--- config.mk ---
export PLATFORM = sky130hd
export DESIGN_NAME = delimited_decimal_field_parser_core
export DESIGN_NICKNAME = d
export VERILOG_FILES = /design/src/sv/ddfp_pkg.sv /design/src/sv/ddfp_parse.sv /design/src/sv/ddfp_reduce.sv /design/src/sv/delimited_decimal_field_parser_core.sv
export SDC_FILE = /design/constraint.sdc
export NUM_CORES = 2
export LEC_CHECK = 0
export ABC_AREA = 1
export BUFFER_PORTS_ARGS = -buffer_cell sky130_fd_sc_hd__buf_2
export CELL_PAD_IN_SITES_DETAIL_PLACEMENT = 1
export CELL_PAD_IN_SITES_GLOBAL_PLACEMENT = 2
export CORE_MARGIN = 8
export CORE_UTILIZATION = 39
export CTS_CLUSTER_SIZE = 30
export DETAILED_ROUTE_END_ITERATION = 16
export PLACE_DENSITY = 0.77
export SLEW_MARGIN = 20
export SYNTH_ARGS = -nofsm -noshare
export SYNTH_HDL_FRONTEND = slang
export SYNTH_SLANG_ARGS = --single-unit
export TNS_END_PERCENT = 50
--- constraint.sdc ---
create_clock -name clk -period 7.9 [get_ports clk]
set_input_delay 1.185 -clock clk [delete_from_list [all_inputs] [get_ports clk]]
set_output_delay 1.185 -clock clk [all_outputs]
set_load 0.005 [all_outputs]
--- src/sv/ddfp_pkg.sv ---
package ddfp_pkg;

	// Delimiters and digit range
	localparam logic [7:0] GROUP_SEP = 8'h5F;
	localparam logic [7:0] SUB_SEP   = 8'h2C;
	localparam logic [7:0] CHAR_ZERO = 8'h30;
	localparam logic [7:0] CHAR_NINE = 8'h39;

	// Prescaler reduction
	localparam logic [31:0] REDUCE_STEP = 32'd65335;
	localparam logic [31:0] LOW_LIMIT   = 32'd65535;
	// ceil(x / D) = floor((x + D - 1) / D), x = v - LOW_LIMIT, so y = v - Y_OFFSET
	localparam logic [31:0] Y_OFFSET    = LOW_LIMIT - (REDUCE_STEP - 32'd1);
	// low = (y mod D) + Y_OFFSET
	localparam int          RECIP_SHIFT = 47;
	localparam logic [31:0] RECIP_M     = 32'((64'd1 << RECIP_SHIFT) / 64'd65335);
	localparam int          Q_W         = 17;
	localparam int          R_W         = 18;

	// Seen mask bit for group 2
	localparam int SEEN_C = 4;

	typedef struct packed {
		logic [7:0] byte_req;
		logic       last;
	} in_word_t;

	typedef struct packed {
		logic [15:0] presc_a_low;
		logic [15:0] presc_a_overflow;
		logic [15:0] value_a;
		logic [15:0] presc_b_low;
		logic [15:0] presc_b_overflow;
		logic [15:0] value_b;
		logic [15:0] value_c;
		logic        complete;
	} out_word_t;

	// Parser accumulators captured at end of message
	typedef struct packed {
		logic [31:0] presc_a;
		logic [15:0] value_a;
		logic [31:0] presc_b;
		logic [15:0] value_b;
		logic [15:0] value_c;
		logic        complete;
	} snap_t;

	// Stage load enables for the reduction pipe
	typedef struct packed {
		logic s3;
		logic s4;
	} pipe_en_t;

endpackage

--- src/sv/ddfp_parse.sv ---
module ddfp_parse (
	input  logic              clk,
	input  logic              arst_n,
	input  logic              take,
	input  ddfp_pkg::in_word_t word,
	output ddfp_pkg::snap_t   snap
);
	import ddfp_pkg::*;

	logic        at_start_q, at_start_d;
	logic [1:0]  gi_q, gi_d;
	logic [1:0]  si_q, si_d;
	logic        gne_q, gne_d;
	logic        sne_q, sne_d;
	logic        stop_q, stop_d;
	logic [4:0]  mask_q, mask_d;
	logic [31:0] pa_q, pa_d, pb_q, pb_d;
	logic [15:0] va_q, va_d, vb_q, vb_d, vc_q, vc_d;

	logic        digit;
	logic [3:0]  dval;
	logic [31:0] pa_step, pb_step;
	logic [15:0] va_step, vb_step, vc_step;

	// Digit decode and times-ten-plus-digit candidates
	assign digit   = (word.byte_req >= CHAR_ZERO) && (word.byte_req <= CHAR_NINE);
	assign dval    = word.byte_req[3:0];
	assign pa_step = (pa_q << 3) + (pa_q << 1) + {28'd0, dval};
	assign pb_step = (pb_q << 3) + (pb_q << 1) + {28'd0, dval};
	assign va_step = (va_q << 3) + (va_q << 1) + {12'd0, dval};
	assign vb_step = (vb_q << 3) + (vb_q << 1) + {12'd0, dval};
	assign vc_step = (vc_q << 3) + (vc_q << 1) + {12'd0, dval};

	// Next state for one ordinary byte
	always_comb begin
		at_start_d = at_start_q;
		gi_d       = gi_q;
		si_d       = si_q;
		gne_d      = gne_q;
		sne_d      = sne_q;
		stop_d     = stop_q;
		mask_d     = mask_q;
		pa_d       = pa_q;
		pb_d       = pb_q;
		va_d       = va_q;
		vb_d       = vb_q;
		vc_d       = vc_q;
		if (at_start_q) begin
			at_start_d = 1'b0;
		end else if (word.byte_req == GROUP_SEP) begin
			if (gne_q && (gi_q != 2'd3))
				gi_d = gi_q + 2'd1;
			gne_d  = 1'b0;
			si_d   = 2'd0;
			sne_d  = 1'b0;
			stop_d = 1'b0;
		end else begin
			gne_d = 1'b1;
			if (gi_q < 2'd2) begin
				if (word.byte_req == SUB_SEP) begin
					if (sne_q && (si_q != 2'd3))
						si_d = si_q + 2'd1;
					sne_d  = 1'b0;
					stop_d = 1'b0;
				end else begin
					sne_d = 1'b1;
					if (si_q < 2'd2) begin
						mask_d[{1'b0, gi_q[0], si_q[0]}] = 1'b1;
						if (!digit) begin
							stop_d = 1'b1;
						end else if (!stop_q) begin
							case ({gi_q[0], si_q[0]})
								2'b00:   pa_d = pa_step;
								2'b01:   va_d = va_step;
								2'b10:   pb_d = pb_step;
								default: vb_d = vb_step;
							endcase
						end
					end
				end
			end else if (gi_q == 2'd2) begin
				mask_d[SEEN_C] = 1'b1;
				if (!digit)
					stop_d = 1'b1;
				else if (!stop_q)
					vc_d = vc_step;
			end
		end
	end

	// State registers; the last byte restarts the parser
	always_ff @(posedge clk or negedge arst_n) begin
		if (!arst_n) begin
			at_start_q <= 1'b1;
			gi_q       <= 2'd0;
			si_q       <= 2'd0;
			gne_q      <= 1'b0;
			sne_q      <= 1'b0;
			stop_q     <= 1'b0;
			mask_q     <= 5'd0;
			pa_q       <= 32'd0;
			pb_q       <= 32'd0;
			va_q       <= 16'd0;
			vb_q       <= 16'd0;
			vc_q       <= 16'd0;
		end else if (take) begin
			if (word.last) begin
				at_start_q <= 1'b1;
				gi_q       <= 2'd0;
				si_q       <= 2'd0;
				gne_q      <= 1'b0;
				sne_q      <= 1'b0;
				stop_q     <= 1'b0;
				mask_q     <= 5'd0;
				pa_q       <= 32'd0;
				pb_q       <= 32'd0;
				va_q       <= 16'd0;
				vb_q       <= 16'd0;
				vc_q       <= 16'd0;
			end else begin
				at_start_q <= at_start_d;
				gi_q       <= gi_d;
				si_q       <= si_d;
				gne_q      <= gne_d;
				sne_q      <= sne_d;
				stop_q     <= stop_d;
				mask_q     <= mask_d;
				pa_q       <= pa_d;
				pb_q       <= pb_d;
				va_q       <= va_d;
				vb_q       <= vb_d;
				vc_q       <= vc_d;
			end
		end
	end

	// Current accumulators as seen by the end-of-message capture
	assign snap.presc_a  = pa_q;
	assign snap.value_a  = va_q;
	assign snap.presc_b  = pb_q;
	assign snap.value_b  = vb_q;
	assign snap.value_c  = vc_q;
	assign snap.complete = (mask_q == 5'h1F);

endmodule

--- src/sv/ddfp_reduce.sv ---
module ddfp_reduce (
	input  logic              clk,
	input  ddfp_pkg::pipe_en_t en,
	input  logic [31:0]       presc_s2,
	output logic [15:0]       low,
	output logic [15:0]       ovf
);
	import ddfp_pkg::*;

	logic [31:0]      y;
	logic [63:0]      prod_s3;
	logic [31:0]      y_s3;
	logic             small_s3;
	logic [15:0]      vlow_s3;
	logic [Q_W-1:0]   q0;
	logic [31:0]      r0_full;
	logic [Q_W-1:0]   q0_s4;
	logic [R_W-1:0]   r0_s4;
	logic             small_s4;
	logic [15:0]      vlow_s4;
	logic             corr;
	logic [Q_W-1:0]   q_fix;
	logic [R_W-1:0]   r_fix;

	// Stage 3: reciprocal multiply, q estimate = (y * M) >> 47
	assign y = presc_s2 - Y_OFFSET;

	always_ff @(posedge clk) begin
		if (en.s3) begin
			prod_s3  <= {32'd0, y} * {32'd0, RECIP_M};
			y_s3     <= y;
			small_s3 <= (presc_s2 <= LOW_LIMIT);
			vlow_s3  <= presc_s2[15:0];
		end
	end

	// Stage 4: remainder of the estimate, at most one step short
	assign q0      = prod_s3[RECIP_SHIFT +: Q_W];
	assign r0_full = y_s3 - 32'({{(32-Q_W){1'b0}}, q0} * REDUCE_STEP);

	always_ff @(posedge clk) begin
		if (en.s4) begin
			q0_s4    <= q0;
			r0_s4    <= r0_full[R_W-1:0];
			small_s4 <= small_s3;
			vlow_s4  <= vlow_s3;
		end
	end

	// Final correction step and small-value bypass
	assign corr  = (r0_s4 >= R_W'(REDUCE_STEP));
	assign q_fix = q0_s4 + {{(Q_W-1){1'b0}}, corr};
	assign r_fix = corr ? (r0_s4 - R_W'(REDUCE_STEP)) : r0_s4;
	assign low   = small_s4 ? vlow_s4 : 16'(r_fix + R_W'(Y_OFFSET));
	assign ovf   = small_s4 ? 16'd0 : q_fix[15:0];

endmodule

--- src/sv/delimited_decimal_field_parser_core.sv ---
// A last word reaches rsp through capture, stages 3 and 4 and the output register.
// Throughput: one byte word per cycle; the parser state updates once per byte taken.
// Only a last word waits, and only while all four stages behind the parser are full.
// Reset: arst_n clears the parser to the start of a message and empties all stages.
module delimited_decimal_field_parser_core (
	input  logic                 clk,
	input  logic                 arst_n,
	input  logic                 req_valid,
	output logic                 req_ready,
	input  ddfp_pkg::in_word_t   req,
	output logic                 rsp_valid,
	input  logic                 rsp_ready,
	output ddfp_pkg::out_word_t  rsp
);
	import ddfp_pkg::*;

	logic      v1_q, v2_q, v3_q, v4_q;
	in_word_t  word_s1;
	snap_t     snap;
	snap_t     snap_s2, snap_s3, snap_s4;
	logic      adv_out, en2, en3, en4, s1_go;
	pipe_en_t  pen;
	logic [15:0] a_low, a_ovf, b_low, b_ovf;
	out_word_t rsp_q;
	logic      rsp_valid_q;

	// Stage advance chain from the output register back
	assign adv_out   = !rsp_valid_q || rsp_ready;
	assign en4       = !v4_q || adv_out;
	assign en3       = !v3_q || en4;
	assign en2       = !v2_q || en3;
	assign s1_go     = v1_q && (!word_s1.last || en2);
	assign req_ready = !v1_q || s1_go;
	assign pen.s3    = en3;
	assign pen.s4    = en4;

	// Input register
	always_ff @(posedge clk or negedge arst_n) begin
		if (!arst_n) begin
			v1_q <= 1'b0;
		end else if (req_ready) begin
			v1_q <= req_valid;
		end
	end

	always_ff @(posedge clk) begin
		if (req_valid && req_ready)
			word_s1 <= req;
	end

	ddfp_parse u_parse (
		.clk    (clk),
		.arst_n (arst_n),
		.take   (s1_go),
		.word   (word_s1),
		.snap   (snap)
	);

	// Valid bits of the capture and reduction stages
	always_ff @(posedge clk or negedge arst_n) begin
		if (!arst_n) begin
			v2_q <= 1'b0;
			v3_q <= 1'b0;
			v4_q <= 1'b0;
		end else begin
			if (en2)
				v2_q <= s1_go && word_s1.last;
			if (en3)
				v3_q <= v2_q;
			if (en4)
				v4_q <= v3_q;
		end
	end

	// Captured values ride alongside the reduction
	always_ff @(posedge clk) begin
		if (en2 && s1_go && word_s1.last)
			snap_s2 <= snap;
		if (en3)
			snap_s3 <= snap_s2;
		if (en4)
			snap_s4 <= snap_s3;
	end

	ddfp_reduce u_reduce_a (
		.clk      (clk),
		.en       (pen),
		.presc_s2 (snap_s2.presc_a),
		.low      (a_low),
		.ovf      (a_ovf)
	);

	ddfp_reduce u_reduce_b (
		.clk      (clk),
		.en       (pen),
		.presc_s2 (snap_s2.presc_b),
		.low      (b_low),
		.ovf      (b_ovf)
	);

	// Output register
	always_ff @(posedge clk or negedge arst_n) begin
		if (!arst_n) begin
			rsp_valid_q <= 1'b0;
		end else if (adv_out) begin
			rsp_valid_q <= v4_q;
		end
	end

	always_ff @(posedge clk) begin
		if (adv_out && v4_q) begin
			rsp_q.presc_a_low      <= a_low;
			rsp_q.presc_a_overflow <= a_ovf;
			rsp_q.value_a          <= snap_s4.value_a;
			rsp_q.presc_b_low      <= b_low;
			rsp_q.presc_b_overflow <= b_ovf;
			rsp_q.value_b          <= snap_s4.value_b;
			rsp_q.value_c          <= snap_s4.value_c;
			rsp_q.complete         <= snap_s4.complete;
		end
	end

	assign rsp_valid = rsp_valid_q;
	assign rsp       = rsp_q;

	// Input stalls only behind a last word with every later stage full
	a_stall_full: assert property (@(posedge clk) disable iff (!arst_n)
		!req_ready |-> (v1_q && word_s1.last && v2_q && v3_q && v4_q && rsp_valid_q))
		else $error("input stalled with room in the pipe");

	// A blocked stage 4 word is not lost
	a_s4_hold: assert property (@(posedge clk) disable iff (!arst_n)
		(v4_q && !adv_out) |=> v4_q)
		else $error("stage 4 word dropped while blocked");

	// A stage 4 word that moves on shows up as a result
	a_out_load: assert property (@(posedge clk) disable iff (!arst_n)
		(v4_q && adv_out) |=> rsp_valid_q)
		else $error("stage 4 word did not reach the output");

endmodule
# Word level (Yosys, flattened, before mapping)

Cells that the tools add are included.

Mux-type cells: 84
Equal/unequal tests: 17
$lt $le $gt $ge: 10
Add/subtract/negate cells: 22
Bitwise operators: 1
Reductions and logical operators: 50
Multipliers: 4

Operator list:

| kind                     | count |
|---|---|
| $mux W32                 | 18 |
| $mux W16                 | 29 |
| $mul A32 B31 Y63 const B | 2 |
| $add A32 B32 Y32         | 2 |
| $add A32 B4 Y32          | 2 |
| $le A32 B16 Y1 const B   | 2 |
| $sub A32 B8 Y32 const B  | 2 |
| $add A16 B16 Y16         | 3 |
| $add A16 B4 Y16          | 3 |
| $ge A18 B16 Y1 const B   | 2 |
| $mul A17 B16 Y18 const B | 2 |
| $reduce_and A9 Y1        | 4 |
| $sub A18 B18 Y18         | 2 |
| $add A16 B1 Y16          | 2 |
| $add A16 B8 Y16 const B  | 2 |
| $sub A16 B16 Y16 const B | 2 |
| $mux W5                  | 5 |
| $mux W1                  | 20 |
| $mux W2                  | 10 |
| $reduce_bool A2 Y1       | 9 |
| $ne A2 B2 Y1 const B     | 7 |
| $reduce_and A6 Y1        | 2 |
| $reduce_bool A3 Y1       | 4 |
| $logic_and A1 B1 Y1      | 10 |
| other kinds (27)         | 42 |

Input bits: 13
Word-level logic and storage cells: 246
Flip-flop bits (word level): 761

# Logic depth before layout (Yosys ltp)

Depth in word-level cells: 11
Depth in mapped cells: 41
Gate-level depth less buffers: 41

# Modules after synthesis

Synthesis repeated with hierarchy kept, for this count alone.

Cells, all modules: 7,685
Area, all modules: 71,359.7 um2

Modules (own cells, without submodules):

| module                              | area an instance (um2) | cells an instance | instances | seq. area each (um2) |
|---|---|---|---|---|
| ddfp_reduce at u_reduce_a           | 24,509.8               | 2,783             | 1         | 3,093.0 |
| ddfp_reduce at u_reduce_b           | 24,003.0               | 2,658             | 1         | 3,093.0 |
| ddfp_parse                          | 12,604.6               | 1,883             | 1         | 3,129.3 |
| delimited_decimal_field_parser_core | 10,242.3               | 361               | 1         | 10,124.7 |

# Least setup slack after synthesis

Ideal clock, no wire load.

Kind: register to register
From: reg snap_s2[81] (netlist name)
To: reg u_reduce_a.prod_s3[54] (data pin)
Path slack: -0.038 ns
Arrival time: 7.685 ns
Stages on the path, launching flop included: 35
Buffers on the path: 0
Period minus slack after synthesis: 7.938 ns
Data required time: 7.648 ns
Setup time: 0.252 ns
Cell sequence: edfxtp_1 > inv_1 > ha_1 > inv_1 > o21ai_2 > nand3_1 > nand3_2 > inv_2 > nor3_1 > xor2_1 > inv_1 > fa_1 > inv_1 > ha_1 > inv_1 > fa_1 > inv_1 > fa_1 > fa_1 > inv_1 > fa_1 > inv_1 > fa_1 > inv_1 > fa_1 > inv_1 > ha_1 > a21oi_1 > o21ai_0 > a21boi_0 > o21ai_0 > a221oi_1 > nand2_1 > nand2_1 > nand2_1

Word-level cells in the longest chain between the ends: 2

RTL lines:

| item                   | line                                      | RTL |
|---|---|---|
| start, declared        | delimited_decimal_field_parser_core.sv:20 | `snap_t snap_s2, snap_s3, snap_s4;` |
| start signal, assigned | delimited_decimal_field_parser_core.sv:78 | `snap_s2 <= snap;` |
| $sub A32 B8 Y32        | ddfp_reduce.sv:26                         | `assign y = presc_s2 - Y_OFFSET;` |
| via u_reduce_a.y[0]    | ddfp_reduce.sv:10                         | `logic [31:0] y;` |
| $mul A32 B31 Y63       | ddfp_reduce.sv:30                         | `prod_s3 <= {32'd0, y} * {32'd0, RECIP_M};` |
| end signal, assigned   | ddfp_reduce.sv:30                         |  |
| end, declared          | ddfp_reduce.sv:11                         | `logic [63:0] prod_s3;` |

The timed path passes the listed nets, and every way through them passes these cells.
A chain may end at the register's enable or synchronous reset.

# Final worst setup path

From: reg snap_s2[81] (netlist name)
To: reg u_reduce_a.prod_s3[57] (data pin)

The elaborated chain is that of the path after synthesis.

==> run_results.csv <==
group,metric,value,unit
route,drtPass1Iterations,5,
yosys,synth.area.mux_share,0,
placed_design,port_buffers,127,
yosys,yosys.area.top_type,"edfxtp_1",
timing,max_freq,129,MHz
cells_and_area,drive_gt1_frac,0.149,
global_routing,use_met2,0.381,
route,routed-via-count,50500,
global_routing,grtUsageMet1,0.298,
timing,slew_violations,0,
cells_and_area,fin_cells,10100,
yosys,synth_top_family_by_area,"adder cells",
route,routedWlPerCell,21.6,um
floorplanning,core,176000,um2
critical_path,r2r_start,"snap_s2[81]$_DFFE_PP_",
timing,tightest_slew,1.03,ns
yosys,syn_inst,7144,
floorplanning,die-area,192000,um2
clocking,cts_root_buf,"clkbuf_16",
clocking,tritoncts,"yes",
route,ant_nets,0,
global_routing,grt-ovfl-total,0,
critical_path,critical_path.startpoint,"snap_s2[81]$_DFFE_PP_",
floorplanning,initial_core_util,0.393,
yosys,async_flop_share,0.194,
floorplanning,ioPinCount,128,
yosys,synth_fp_nets,8985,
global_routing,track_usage,0.225,
yosys,synth_area,69300,um2
worst_hold_path,hold_path_class,"flip-flop to flip-flop",
placed_design,place_ws,-0.290,ns
route,initialDrtViolationCount,2562,
clocking,hold_buffers,0,
placed_design,place.gp.congestion,0.951,
timing,finalHoldViolCount,0,
timing,skew,0.0548,ns
yosys,yosysWarnings,0,
yosys,synth-simple-area-share,0.114,
critical_path,crit_top_cell,"inv_2",
critical_path,path_class,"flip-flop to flip-flop",
timing,fin_crit,7.78,ns
route,wl,218000,um
global_routing,grt_first_pass_wirelength,334000,um
yosys,synth_edf_count,539,
cells_and_area,final_nets,9535,
critical_path,max_stage_delay,0.57,ns
yosys,synth_fa_ha_area_frac,0.414,
timing,setup_viol,0,
critical_path,critPathLaunchType,"flip-flop",
global_routing,antenna_found_initial,11,
timing,rsz0062_at_grt,"true",
yosys,synth_flop_cell,"edfxtp_1",
yosys,ys_ff_latch,669,
yosys,synth-compound-area-share,0.0677,
critical_path,slowest_stage,"fa_1",
clocking,clockBufferDepth,3,
critical_path,r2r_slack,0.12,ns
yosys,synth_top_area_share,0.233,
timing,relSlewSlack,0.313,
global_routing,grt_pass1_vias,56600,
yosys,synth_area_leaders,"edfxtp_1 (23%), fa_1 (22%), ha_1 (19%)",
status,outcome,"completed",
global_routing,met3_usage,0.0377,
critical_path,critPathRequiredTime,8.33,ns
cells_and_area,syn_to_final_growth,16.2,%
global_routing,top_usage_layer,"met2",
cells_and_area,post-route-util,0.456,
clocking,cts_sinks,669,
clocking,cts_buffers,78,
placed_design,place_inst,9913,
route,vias_per_cell,5.00,
worst_hold_path,min_from,"snap_s4[31]$_DFFE_PP_",
timing,setup_ws,0.120,ns
yosys,ys_seq_area_frac,0.280,
cells_and_area,layout_commonest_cell,"inv_1",
yosys,yosysUniqueCellTypes,66,
critical_path,cp.arrival,8.21,ns
critical_path,endpoint_kind,"flip-flop",
yosys,avgSynthCellArea,9.71,um2
floorplanning,die_w,438,um
floorplanning,die_h,438,um
clocking,htree_levels,3,
placed_design,place_hpwl,185000,um
timing,setup_tns,0,ns
global_routing,grt_max_degree,97,
critical_path,crit_fanout,4,
timing,min_period_over_period,0.985,
route,post-route-drc-count,0,
floorplanning,rows,154,
cells_and_area,mostFrequentLayoutCells,"inv_1 (1,627), ha_1 (988), nand2_1 (897)",
yosys,synth_xor_area_frac,0.0293,
clocking,clk_latency,0.72,ns
job,max_cap_violations,0,
clocking,path_clk_slew,0.06,ns
==> worst paths after layout <==
check | to | cells after the start
min in group asynchronous | u_parse.va_q[12]$_DFFE_PN0P_ | 1
worst max register to register | u_reduce_a.prod_s3[57]$_DFFE_PP_ | 33
worst min-delay path | rsp[31]$_DFFE_PP_ | 0
worst max-delay path | u_reduce_a.prod_s3[57]$_DFFE_PP_ | 33
worst min register to register | rsp[31]$_DFFE_PP_ | 0
max in group asynchronous | u_parse.pa_q[31]$_DFFE_PN0P_ | 2
==> synthesized netlist by cell type, drive strengths merged (4+ instances only) <==
cell type / count
o311ai: 4
ha: 1052
a31oi: 36
edfxtp: 539
a21oi: 340
nand4: 46
buf: 17
a211oi: 6
a221oi: 10
inv: 1703
nor4: 12
a21boi: 15
a21o: 35
nand3: 207
o21bai: 30
nand3b: 14
clkbuf: 15
fa: 776
nor3: 90
o31ai: 9
dfrtp: 129
o211ai: 8
o2111ai: 6
xor2: 159
xnor2: 67
nor2: 472
o21ai: 308
a22o: 11
o21a: 12
or2: 20
nand2: 980
==> timing repair <==
action | CTS | global route
endpoints found under the setup margin | 34 | 34
setup buffers | 1 | 40
pin swaps | 6 | 189
resized for setup | 65 | 474
==> per-layer routing <==
| layer | up-vias | part of all wire |
|---|---|---|
| met2 | 884 | 0.47 |
| li1 | 24000 | - |
| met3 | 279 | 0.048 |
| met5 | - | 0 |
| met4 | 0 | 0.030 |
| met1 | 25400 | 0.45 |
==> per-stage QoR <==
stage	area (um2)	hold WS [ns]
floorplan	69300	0.400
global placement	75300	0.401
detailed placement	75300	0.405
CTS	78300	0.392
global route	80500	0.405
finish	80500	0.408
==> critical path: cells and delay by family, from the launching register on <==
| kind | cells | cell delay, ns |
|---|---|---|
| adders and majority gates | 10 | 4.24 |
| xor gates and xnor gates | 1 | 0.20 |
| DFF | 1 | 0.42 |
| AOI/OAI and AO/OA | 5 | 0.90 |
| and+or+nand+nor | 8 | 1.15 |
| buffers and inverters | 9 | 0.58 |
==> state kept, by name (all words and copies together), names as in the netlist, 5 cells and up <==
signal,cells
u_reduce_a.vlow_s3,16
snap_s2,113
u_reduce_b.y_s3,18
snap_s4,49
u_reduce_a.q0_s4,16
rsp,113
snap_s3,49
u_reduce_a.r0_s4,18
word_s1,9
u_reduce_b.prod_s3,17
u_reduce_a.y_s3,18
u_reduce_a.prod_s3,17
u_reduce_b.vlow_s3,16
u_reduce_b.r0_s4,18
u_reduce_b.q0_s4,16
u_reduce_a.vlow_s4,16
u_parse.vc_q,16
u_parse.pa_q,32
u_parse.vb_q,16
u_parse.pb_q,32
u_parse.va_q,16
u_parse.mask_q,5
u_reduce_b.vlow_s4,16
==> final cells by class <==
class,count,area [um2]
fillers,20000,96000
multi-input cells,4737,45500
flip-flops and latches,669,19400
inverters,1706,6430
repair buffers,502,3530
well taps,2340,2930
clock buffers,98,2080
clock inverters,45,638
diodes,5,12.5
==> cell families after synthesis <==
logic type | count (synthesis)
and+or+nand+nor | 1846
adders and majority gates | 1828
buffers and inverters | 1738
AOI/OAI and AO/OA | 837
DFF | 669
xor gates and xnor gates | 226
Power is left out: the tool's default activity adds up to more than one toggle a clock period on the data nets, which glitch-free logic cannot reach.
